--- src/rtl/core/ufr_pkg.sv ---
// shared types, codes and constants of the uart frame receiver
`default_nettype none
package ufr_pkg;

  localparam logic [7:0] START_BYTE = 8'hAA;
  localparam int unsigned HEADER_BYTES = 4;
  localparam logic [15:0] TIMEOUT_RESET = 16'd50;
  localparam logic [15:0] MAX_PAYLOAD_RESET = 16'd512;
  localparam int unsigned QUEUE_DEPTH = 2;
  localparam int unsigned CFG_INDEX_W = 1;
  localparam int unsigned CFG_DATA_W = 16;

  localparam logic OP_BYTE = 1'b0;
  localparam logic OP_TICK = 1'b1;

  localparam logic [CFG_INDEX_W-1:0] REG_TIMEOUT_TICKS = 1'd0;
  localparam logic [CFG_INDEX_W-1:0] REG_MAX_PAYLOAD = 1'd1;

  typedef enum logic [2:0] {
    KIND_PAYLOAD = 3'd0,
    KIND_GOOD = 3'd1,
    KIND_BAD_SUM = 3'd2,
    KIND_TOO_LONG = 3'd3,
    KIND_TIMEOUT = 3'd4
  } kind_t;

  typedef struct packed {
    logic operation;
    logic [7:0] byte_value;
  } in_item_t;

  typedef struct packed {
    kind_t kind;
    logic [7:0] command;
    logic [7:0] data_byte;
    logic [15:0] position;
  } out_item_t;

endpackage
`default_nettype wire

--- src/rtl/core/ufr_front.sv ---
// front part: frame state, configuration and classification of each request
`default_nettype none
module ufr_front
  import ufr_pkg::*;
(
  input  wire logic clk,
  input  wire logic rst,
  input  wire logic cfg_write,
  input  wire logic [CFG_INDEX_W-1:0] cfg_index,
  input  wire logic [CFG_DATA_W-1:0] cfg_data,
  input  wire logic accept,
  input  wire in_item_t item,
  output logic push,
  output out_item_t result
);

  logic [15:0] timeout_ticks;
  logic [15:0] max_payload;
  logic [16:0] byte_count, byte_count_next;
  logic [15:0] declared_length, declared_length_next;
  logic [7:0] frame_command, frame_command_next;
  logic [7:0] running_sum, running_sum_next;
  logic [15:0] idle_ticks, idle_ticks_next;
  logic emit;
  logic [16:0] pos;
  logic [7:0] b;

  assign b = item.byte_value;
  assign pos = byte_count - 17'(HEADER_BYTES);

  always_comb begin
    byte_count_next = byte_count;
    declared_length_next = declared_length;
    frame_command_next = frame_command;
    running_sum_next = running_sum;
    idle_ticks_next = idle_ticks;
    emit = 1'b0;
    result.kind = KIND_PAYLOAD;
    result.command = frame_command;
    result.data_byte = 8'd0;
    result.position = 16'd0;
    if (item.operation == OP_TICK) begin
      if (idle_ticks != 16'hFFFF) idle_ticks_next = idle_ticks + 16'd1;
    end else if (byte_count != 17'd0 && idle_ticks > timeout_ticks) begin
      emit = 1'b1;
      result.kind = KIND_TIMEOUT;
      result.command = 8'd0;
      result.position = byte_count[16] ? 16'hFFFF : byte_count[15:0];
      idle_ticks_next = 16'd0;
      declared_length_next = 16'd0;
      frame_command_next = 8'd0;
      if (b == START_BYTE) begin
        byte_count_next = 17'd1;
        running_sum_next = b;
      end else begin
        byte_count_next = 17'd0;
        running_sum_next = 8'd0;
      end
    end else begin
      idle_ticks_next = 16'd0;
      priority if (byte_count == 17'd0) begin
        if (b == START_BYTE) begin
          byte_count_next = 17'd1;
          running_sum_next = b;
        end
      end else if (byte_count == 17'd1) begin
        frame_command_next = b;
        running_sum_next = running_sum + b;
        byte_count_next = 17'd2;
      end else if (byte_count == 17'd2) begin
        declared_length_next = {8'd0, b};
        running_sum_next = running_sum + b;
        byte_count_next = 17'd3;
      end else if (byte_count == 17'd3) begin
        declared_length_next = {b, declared_length[7:0]};
        running_sum_next = running_sum + b;
        byte_count_next = 17'(HEADER_BYTES);
        if ({b, declared_length[7:0]} > max_payload) begin
          emit = 1'b1;
          result.kind = KIND_TOO_LONG;
          result.position = {b, declared_length[7:0]};
          byte_count_next = 17'd0;
          declared_length_next = 16'd0;
          frame_command_next = 8'd0;
          running_sum_next = 8'd0;
        end
      end else if (pos < {1'b0, declared_length}) begin
        emit = 1'b1;
        result.kind = KIND_PAYLOAD;
        result.data_byte = b;
        result.position = pos[15:0];
        running_sum_next = running_sum + b;
        byte_count_next = byte_count + 17'd1;
      end else begin
        emit = 1'b1;
        result.kind = (b == running_sum) ? KIND_GOOD : KIND_BAD_SUM;
        result.data_byte = b;
        result.position = declared_length;
        byte_count_next = 17'd0;
        declared_length_next = 16'd0;
        frame_command_next = 8'd0;
        running_sum_next = 8'd0;
      end
    end
  end

  assign push = accept && emit;

  always_ff @(posedge clk) begin
    if (rst) begin
      timeout_ticks <= TIMEOUT_RESET;
      max_payload <= MAX_PAYLOAD_RESET;
      byte_count <= 17'd0;
      declared_length <= 16'd0;
      frame_command <= 8'd0;
      running_sum <= 8'd0;
      idle_ticks <= 16'd0;
    end else begin
      if (cfg_write) begin
        unique case (cfg_index)
          REG_TIMEOUT_TICKS: timeout_ticks <= cfg_data;
          REG_MAX_PAYLOAD: max_payload <= cfg_data;
          default: ;
        endcase
      end
      if (accept) begin
        byte_count <= byte_count_next;
        declared_length <= declared_length_next;
        frame_command <= frame_command_next;
        running_sum <= running_sum_next;
        idle_ticks <= idle_ticks_next;
      end
    end
  end

endmodule
`default_nettype wire

--- src/rtl/core/ufr_back.sv ---
// back part: result queue that presents results on the output channel
`default_nettype none
module ufr_back
  import ufr_pkg::*;
#(
  parameter int unsigned DEPTH = QUEUE_DEPTH
) (
  input  wire logic clk,
  input  wire logic rst,
  input  wire logic push,
  input  wire out_item_t push_item,
  output logic full,
  output logic out_valid,
  input  wire logic out_stall,
  output out_item_t out_data
);

  localparam int unsigned PTR_W = (DEPTH > 1) ? $clog2(DEPTH) : 1;
  localparam int unsigned CNT_W = $clog2(DEPTH + 1);
  localparam logic [PTR_W-1:0] LAST = PTR_W'(DEPTH - 1);

  out_item_t mem [DEPTH];
  logic [PTR_W-1:0] wr_ptr;
  logic [PTR_W-1:0] rd_ptr;
  logic [CNT_W-1:0] count;
  logic pop;

  assign full = (count == CNT_W'(DEPTH));
  assign out_valid = (count != '0);
  assign out_data = mem[rd_ptr];
  assign pop = out_valid && !out_stall;

  always_ff @(posedge clk) begin
    if (push) mem[wr_ptr] <= push_item;
  end

  always_ff @(posedge clk) begin
    if (rst) begin
      wr_ptr <= '0;
      rd_ptr <= '0;
      count <= '0;
    end else begin
      if (push) wr_ptr <= (wr_ptr == LAST) ? '0 : wr_ptr + PTR_W'(1);
      if (pop) rd_ptr <= (rd_ptr == LAST) ? '0 : rd_ptr + PTR_W'(1);
      if (push && !pop) count <= count + CNT_W'(1);
      else if (pop && !push) count <= count - CNT_W'(1);
    end
  end

endmodule
`default_nettype wire

--- src/rtl/core/uart_frame_receiver_unit.sv ---
// top level of the uart frame receiver: front classifier and result queue
`default_nettype none
// Takes one request per clock: each received byte or millisecond tick updates the
// frame state in the front part, and any result it causes goes
// into a small result queue (QUEUE_DEPTH entries, two by default) that drives the
// output channel. Input is stalled only while that queue is full, so with the
// output taken every cycle the block sustains one request per cycle and a result
// appears in the cycle after the request that caused it. Configuration writes are
// taken in any cycle outside reset and hold no reset pass.
module uart_frame_receiver_unit
  import ufr_pkg::*;
#(
  parameter int unsigned DEPTH = QUEUE_DEPTH
) (
  input  wire logic clk,
  input  wire logic rst,
  input  wire logic cfg_write,
  input  wire logic [CFG_INDEX_W-1:0] cfg_index,
  input  wire logic [CFG_DATA_W-1:0] cfg_data,
  input  wire logic in_valid,
  output logic in_stall,
  input  wire in_item_t in_data,
  output logic out_valid,
  input  wire logic out_stall,
  output out_item_t out_data
);

  logic accept;
  logic push;
  logic full;
  out_item_t result;

  assign in_stall = full;
  assign accept = in_valid && !full;

  ufr_front u_front (
    .clk(clk),
    .rst(rst),
    .cfg_write(cfg_write),
    .cfg_index(cfg_index),
    .cfg_data(cfg_data),
    .accept(accept),
    .item(in_data),
    .push(push),
    .result(result)
  );

  ufr_back #(.DEPTH(DEPTH)) u_back (
    .clk(clk),
    .rst(rst),
    .push(push),
    .push_item(result),
    .full(full),
    .out_valid(out_valid),
    .out_stall(out_stall),
    .out_data(out_data)
  );

endmodule
`default_nettype wire

--- config.mk ---
export PLATFORM = sky130hd
export DESIGN_NAME = uart_frame_receiver_unit
export DESIGN_NICKNAME = d
export VERILOG_FILES = /design/src/rtl/core/ufr_pkg.sv /design/src/rtl/core/ufr_front.sv /design/src/rtl/core/ufr_back.sv /design/src/rtl/core/uart_frame_receiver_unit.sv
export SDC_FILE = /design/constraint.sdc
export NUM_CORES = 1
export LEC_CHECK = 0
export BUFFER_PORTS_ARGS = -buffer_cell sky130_fd_sc_hd__buf_4
export CORE_MARGIN = 4
export CORE_UTILIZATION = 40
export CTS_CLUSTER_DIAMETER = 60
export DETAILED_ROUTE_END_ITERATION = 7
export SETUP_SLACK_MARGIN = 0.05
export SLEW_MARGIN = 20
export SYNTH_ARGS = -nofsm -noshare
export SYNTH_HDL_FRONTEND = slang
export SYNTH_SLANG_ARGS = --single-unit
--- constraint.sdc ---
create_clock -name clk -period 6.06 [get_ports clk]
set_clock_uncertainty 0.1 [all_clocks]
set_input_delay 1.515 -clock clk [delete_from_list [all_inputs] [get_ports clk]]
set_output_delay 1.515 -clock clk [all_outputs]
set_load 0.05 [all_outputs]
==> results.toml <==
[yosys]
yosys_register_bits = 172
synth_async_sr_flop_share_pct = 0
ys_seq_area_share_pct = 44.1
avgSynthCellArea_um2 = 9.41
syn_area_um2 = 9400
ys_types = 72
synth_ff_type = "dfxtp_1"
synth_area_leaders = "edfxtp_1 (22%), dfxtp_1 (22%), ha_1 (8.3%)"
syn-instance-count = 999
synth_fp_nets = 1093
synth-warning-count = 0
synth_top_area_share_pct = 22.4
yosysTopAreaCell = "edfxtp_1"
synth_edf_count = 70

[setup_path]
cp.depth = 11
critPathMaxFanout = 19
crit_buf_inv = 0
cp_top_family = "simple AND/OR/NAND/NOR gates"
critPathMaxStageDelay_ps = 950
startpoint_type = "flop"
path_class = "reg -> reg"
r2r.worst_path.cells = 11
cp_slowest_cell = "and4b_1"
crit_chain = "nor4_4 > or2b_1 > nor3_1 > xor2_1 > ha_1 > a21o_1 > a211oi_1 > and4b_1 > mux2_2 > a21oi_1 > o22ai_1"
crit_arrival_ps = 4620
cp.required_ps = 6080
cp-end-kind = "flop"

[timing]
max_freq_mhz = 217
setup_viol = 0
max-slew-margin-rel_pct = 32.8
period_needed_ps = 4600
period_share_pct = 75.9
final_hold_viol_count = 0
slew_viol_final = 0
rsz0062_at_grt = "false"
whs_ps = 354
fin_setup_tns_ps = 0
setup_slack_ps = 1460
max_slew.worst_pin.slew_ps = 1010

[floorplanning]
die_w_um = 161
core_um2 = 22900
initial_core_util_pct = 41.0
num_rows = 55
dieArea_um2 = 26000
dieHeight_um = 161
io_pins = 68

[cts]
cts_tree = "done"
cts_max_path_buffers = 2
htreeDepth = 4
postCtsHoldBufs = 0
numClockSinks = 172
cts_root_buffer = "clkbuf_16"
path_clk_slew_ps = 70
post_cts_buffers = 0
ctsResizeCount = 0
clk_latency_ps = 430
cts_buffers = 17

[layout]
post-route-util_pct = 46.8
syn2layout_area_growth_pct = 14.0
layout_commonest_cell = "nand2_1"
final_cell_mix = "nand2_1 (143), dfxtp_1 (102), a21oi_1 (75), buf_4 (75), inv_1 (71)"
layout-drive-gt1-share_pct = 16.0
nNetsFinal = 1139
diodes = 0
finalNonFillerCells = 1371

[grt]
grt.busiest_layer = "met2"
grt_pass1_wl_mm = 38.3
gr-total-overflow = 0
use_met3_pct = 2.73
grt_max_degree = 53
antenna_found_initial = 0
grt_pass1_vias = 7009
grt_usage_pct = 18.4
grtUsageMet2_pct = 29.1
met1_usage_pct = 25.9

[outcome]
status = "finished, final reports clean"

[place]
port_buffers = 67
dp_cells = 1339
gp_congestion = 0.876
dpl.hpwl_mm = 17.1
pre_cts_slack_ps = 1250

[routing]
dr.pass1.iters = 6
first_iter_violations = 590
via_per_inst = 5.37
ant_nets = 0
vias = 7368
post-route-drc-count = 0
wl_per_cell_um = 17.3
drt_wl_total_mm = 23.8

[hold_path]
holdPathStages = 2
hold_path_class = "reg -> reg"

[power]
peakVddDrop_mv = 0.172
p_per_area_nw_per_um2 = 246
p_leak_uw = 0.00406

[job]
max_cap_violations = 0
==> stage by stage <==
stage | total power, uW | instance area [um2]
final | 2640 | 10700
after global routing | 2730 | 10700
after CTS | 2660 | 10700
after detailed placement | 1580 | 10100
after global placement | 1580 | 10100
after floorplan | 1480 | 9400
==> report_power, final <==
group / internal, uW / switching (uW) / leakage, uW
logic: 117 / 217 / 0.00226
registers: 1210 / 10.4 / 0.00151
clock network: 561 / 520 / 0.000286
==> registers in the layout, indices dropped and copies added (netlist names), named ones only <==
signal and flops:
u_back.mem 70, u_front.byte_count 17, u_front.declared_length 16, u_front.idle_ticks 16, u_front.max_payload 16, u_front.timeout_ticks 16
u_front.frame_command 8, u_front.running_sum 8, u_back.count 2, u_back.rd_ptr 1, u_back.wr_ptr 1
==> final timing paths <==
| kind | from | slack (ps) | endpoint |
|---|---|---|---|
| setup / recovery | u_front.byte_count[8] | 1460 | u_back.mem[1][10] |
| hold / removal | u_front.frame_command[2] | 350 | u_front.frame_command[2] |
| setup reg to reg | u_front.byte_count[8] | 1460 | u_back.mem[1][10] |
| hold reg to reg | u_front.frame_command[2] | 350 | u_front.frame_command[2] |
==> metal layers <==
layer  share of wire (%)  vias to the layer above
met5                   0                        -
met4                 1.8                        0
met3                 5.7                       28
met2                  45                      230
met1                  48                     3502
li1                    -                     3608
==> logic make-up (layout without fill, tap and decap cells) <==
family,count (synthesis),in the layout,synth area share [%]
AO/OA/AOI/OAI,189,189,12.2
flip-flops,172,172,44.1
XOR/XNOR,38,38,3.54
adder cells (fa/ha/maj),63,63,8.46
buffers and inverters,120,179,5.32
AND/OR/NAND/NOR,352,352,18.9
multiplexers,65,65,7.49
==> synth_stat cells (18+ instances only) <==
cell type / count
a21oi_1: 75
and2_1: 21
clkbuf_1: 27
dfxtp_1: 102
edfxtp_1: 70
ha_1: 62
inv_1: 71
mux2_2: 42
mux2i_1: 22
nand2_1: 143
nor2_1: 62
o21ai_0: 41
o22ai_1: 18
xnor2_1: 18
xor2_1: 20
==> worst register-to-register path: stages, from the launching register on <==
cell,delay [ps]
dfxtp_1,440
nor4_4,420
or2b_1,290
nor3_1,210
xor2_1,250
ha_1,290
a21o_1,190
a211oi_1,460
and4b_1,950
mux2_2,420
a21oi_1,150
o22ai_1,130
==> final cells by class <==
type	instances	area (um2)
Clock buffer	18	439
Clock inverter	14	144
Fill cell	2214	12200
Inverter	72	270
Multi-Input combinational cell	707	4770
Sequential cell	172	4140
Tap cell	313	392
Timing Repair Buffer	75	563
No activity file was read; power rests on OpenSTA's default activity.
